**config.mk**
```make
export PLATFORM = sky130hd
export DESIGN_NAME = pra_ram
export DESIGN_NICKNAME = d
export VERILOG_FILES = /design/src/sv/pra_ram.sv
export SDC_FILE = /design/constraint.sdc
export NUM_CORES = 1
export LEC_CHECK = 0
export BUFFER_PORTS_ARGS = -buffer_cell sky130_fd_sc_hd__buf_2
export CAP_MARGIN = 5
export CORE_ASPECT_RATIO = 1.4
export CORE_MARGIN = 8
export CORE_UTILIZATION = 45
export CTS_BUF_LIST = sky130_fd_sc_hd__clkbuf_16
export CTS_CLUSTER_SIZE = 24
export DETAILED_ROUTE_END_ITERATION = 8
export GPL_ROUTABILITY_DRIVEN = 0
export GPL_TIMING_DRIVEN = 0
export PLACE_DENSITY = 0.73
export REMOVE_ABC_BUFFERS = 1
export SKIP_CTS_REPAIR_TIMING = 1
export SLEW_MARGIN = 20
export SYNTH_ARGS = -nofsm -noshare
export SYNTH_HDL_FRONTEND = slang
export SYNTH_SLANG_ARGS = --single-unit
```
**constraint.sdc**
```tcl
create_clock -name clock -period 4.3 [get_ports clock]
set_clock_uncertainty 0.15 [all_clocks]
set_input_delay 0.86 -clock clock [delete_from_list [all_inputs] [get_ports clock]]
set_output_delay 0.86 -clock clock [all_outputs]
set_load 0.05 [all_outputs]
```
**src/sv/pra_ram.sv**
```systemverilog
module pra_ram #(
   parameter int WIDTH = 8,
   parameter int DEPTH = 16
) (
   input  logic                     clock,
   input  logic                     wr_en,
   input  logic [$clog2(DEPTH)-1:0] wr_addr,
   input  logic [WIDTH-1:0]         wr_data,
   input  logic [$clog2(DEPTH)-1:0] rd_addr,
   output logic [WIDTH-1:0]         rd_data
);

   logic [WIDTH-1:0] mem [DEPTH];

   // Single write port, registered read port.
   always_ff @(posedge clock) begin
      if (wr_en) begin
         mem[wr_addr] <= wr_data;
      end
      rd_data <= mem[rd_addr];
   end

endmodule

```
==> impl_results.md <==
* Cts bufs inserted at 17
* Via density per instance at 5.60
* Fin. max-slew vios at 0
* Number of iterations in the first detailed-routing pass at 4
* Worst hold path class: register to register
* Leakage power summed over all cells at 0.00196 uW
* Fraction of the cycle the final worst path needs at 61.2%
* Overall power consumption at 2840 uW
* Setup TNS at 0 ps
* Relative max-transition margin at 30.3%
* Overall die area at 15200 sq um
* Global routing usage summed across all routing layers at 13.9%
* Worst setup margin at 1670 ps
* Kind of critical path: primary input to register
* Slew of the pin with the lowest slew margin at 1050 ps
* Number of fill cells at 865
* Area of the mapped netlist at 5150 sq um
* Met2 routed wirelength at 4900 um
* Outcome: complete, no violations
* Post-synth cell types at 19
* Number of clock sinks seen by CTS at 136
* Endpoints failing setup at 0
* Clock edge transition at the registers on the reported setup and hold paths at 50 ps
* Metal-1 WL at 3990 um
* Highest attainable clock frequency at 380 MHz
* Capturing element type of the critical path: register
* Number of antenna violations at the first check in global routing at 0
* Top layer in use: met4
* Count of yosys warnings during synthesis at 0
* Number of global-route vias before repair at 2524
* Port buffer count at 25
* DRC viols at 0
* Fraction of the yosys area taken by sequential cells at 77.8%
* Largest net degree at the start of global routing at 33
* Drt wl/cell at 23.2 um
* Period minus WS final at 2630 ps
* Post-Synthesis Mean Instance Area at 22.5 sq um
* Power per standard cell area at 484 nW/um^2
* Maximum level of the CTS H-tree at 4
* Max-cap violations at 0
* Antenna viol nets, final at 0
* Total met3 wirelength after detailed routing at 665 um
* Core box area at 11200 sq um
* Final wirelength at 9750 um
* Root Driver: clkbuf_16
* Horizontal die dimension at 106 um
* Net total in the final layout at 282
* Maximum root-to-sink buffer count at 2
* DRC violation total after the first TritonRoute iteration at 174
* Post-synthesis register bit count at 136
* TritonCTS clock tree: built
* Clock insertion delay at the later pin of the skew report at 420 ps
* Type of element launching the critical path: primary input
* Die extent in y at 143 um
* Worst voltage drop across the vdd grid at 0.000344 V
* Number of placement rows at 46
* Number of hold violations in the final report at 0
* Via count of the routed design at 2354
* Number of antenna repair diodes at 0
* First-pass GRT wire length at 14900 um
* RSZ-0062 raised after global routing: no
* Cell count after synthesis at 229
* Signal arrival time at the worst endpoint at 2760 ps
* Final Non-Filler Cells at 420
* Fraction of layout instances using a drive strength above 1 at 24.6%
* Initial standard-cell utilization of the core at 45.9%
* Residual overflow from global routing at 0
* Synthesis-to-finish area growth at 14.2%
* Required time worst endpoint at 4430 ps
* Dpl cells at 389
* Worst-case setup slack after placement at 1190 ps
* I/O pin count at 26
* Largest driver fanout on the critical path at 32
* Dpl hpwl at 5940 um
[placed cells by master (no fill, tap or decap)]
| master | count |
|---|---|
| edfxtp_1 | 128 |
| clkinv_2 | 1 |
| or3b_2 | 1 |
| nor2_1 | 13 |
| nand2b_1 | 2 |
| and2_1 | 1 |
| mux4_2 | 18 |
| and2b_1 | 1 |
| clkinv_1 | 7 |
| nor3_2 | 4 |
| buf_4 | 1 |
| mux4_1 | 14 |
| clkinvlp_4 | 1 |
| dfxtp_1 | 8 |
| nand2_1 | 9 |
| nand3_1 | 1 |
| inv_1 | 5 |
| nor2b_1 | 1 |
| nand3b_1 | 2 |
| clkbuf_16 | 17 |
| a22oi_1 | 16 |
| buf_2 | 25 |
[where the power goes]
part / total (uW) / switching [uW] / internal, uW / leakage, uW
sequential: 1490 / 6.84 / 1480 / 0.00122
clock: 1190 / 489 / 703 / 0.000251
combinational: 161 / 107 / 53.1 / 0.000480
total: 2840 / 603 / 2240 / 0.00196
[kinds of logic (layout without fill, tap and decap cells)]
group / count (synthesis) / count (layout) / synth area share, %
AOI/OAI and AO/OA: 16 / 16 / 2.33
buffers and inverters: 10 / 57 / 1.68
DFF: 136 / 136 / 77.8
muxes: 32 / 32 / 15.0
and+or+nand+nor: 35 / 35 / 3.18
[synth_stat cells, drive strengths merged]
cell / number / area, sq um
or3b: 1 / 8.76
buf: 7 / 56.3
nand3: 1 / 5.00
a22oi: 16 / 120
nor2b: 1 / 6.26
nand2b: 2 / 12.5
nor3: 4 / 20.0
clkdlybuf4s25: 3 / 30.0
dfxtp: 8 / 160
and2: 1 / 6.26
edfxtp: 128 / 3840
nand2: 9 / 33.8
and2b: 1 / 7.51
nor2: 13 / 48.8
nand3b: 2 / 15.0
mux4: 32 / 773
[cell type report]
type	instances	area, sq um	share of cell area, %
Clock buffer	17	425	7.24
Clock inverter	14	57.6	0.979
Multi-Input combinational cell	83	1080	18.3
Sequential cell	136	4000	68.1
Tap cell	144	180	3.07
Timing Repair Buffer	26	133	2.26
[sequential cells by signal, summed over array words and instances, names as in the netlist]
name	count
rd_data	8
mem	128
[path summary, 6_finish.rpt]
check / startpoint / to / slack (ps) / cells after the start
setup reg to reg: mem[1][1]$_DFFE_PP_ / rd_data[1]$_DFF_P_ / 2710 / 3
setup / recovery: rd_addr[0] / rd_data[1]$_DFF_P_ / 1670 / 4
hold reg to reg: mem[4][5]$_DFFE_PP_ / rd_data[5]$_DFF_P_ / 540 / 3
hold / removal: mem[4][5]$_DFFE_PP_ / rd_data[5]$_DFF_P_ / 540 / 3
[stage by stage]
step	hold WS [ps]	utilization [%]	cell area [sq um]
after floorplan	479	-	5060
after global placement	519	47.8	5370
after detailed placement	526	48.1	5390
after CTS	542	52.4	5880
after global routing	567	52.4	5880
final	539	52.4	5880
[per-layer routing]
| layer | up-vias | global-route usage, % |
|---|---|---|
| met5 | - | 0 |
| met4 | 0 | 6.54 |
| met3 | 19 | 4.62 |
| met2 | 85 | 22.0 |
| met1 | 1210 | 16.9 |
| li1 | 1040 | - |
[critical path, cell delays in order]
cell,delay [ps]
buf_2,770
mux4_1,660
a22oi_1,310
nand2_1,140
Note: power is estimated with default switching activity, not from simulation.
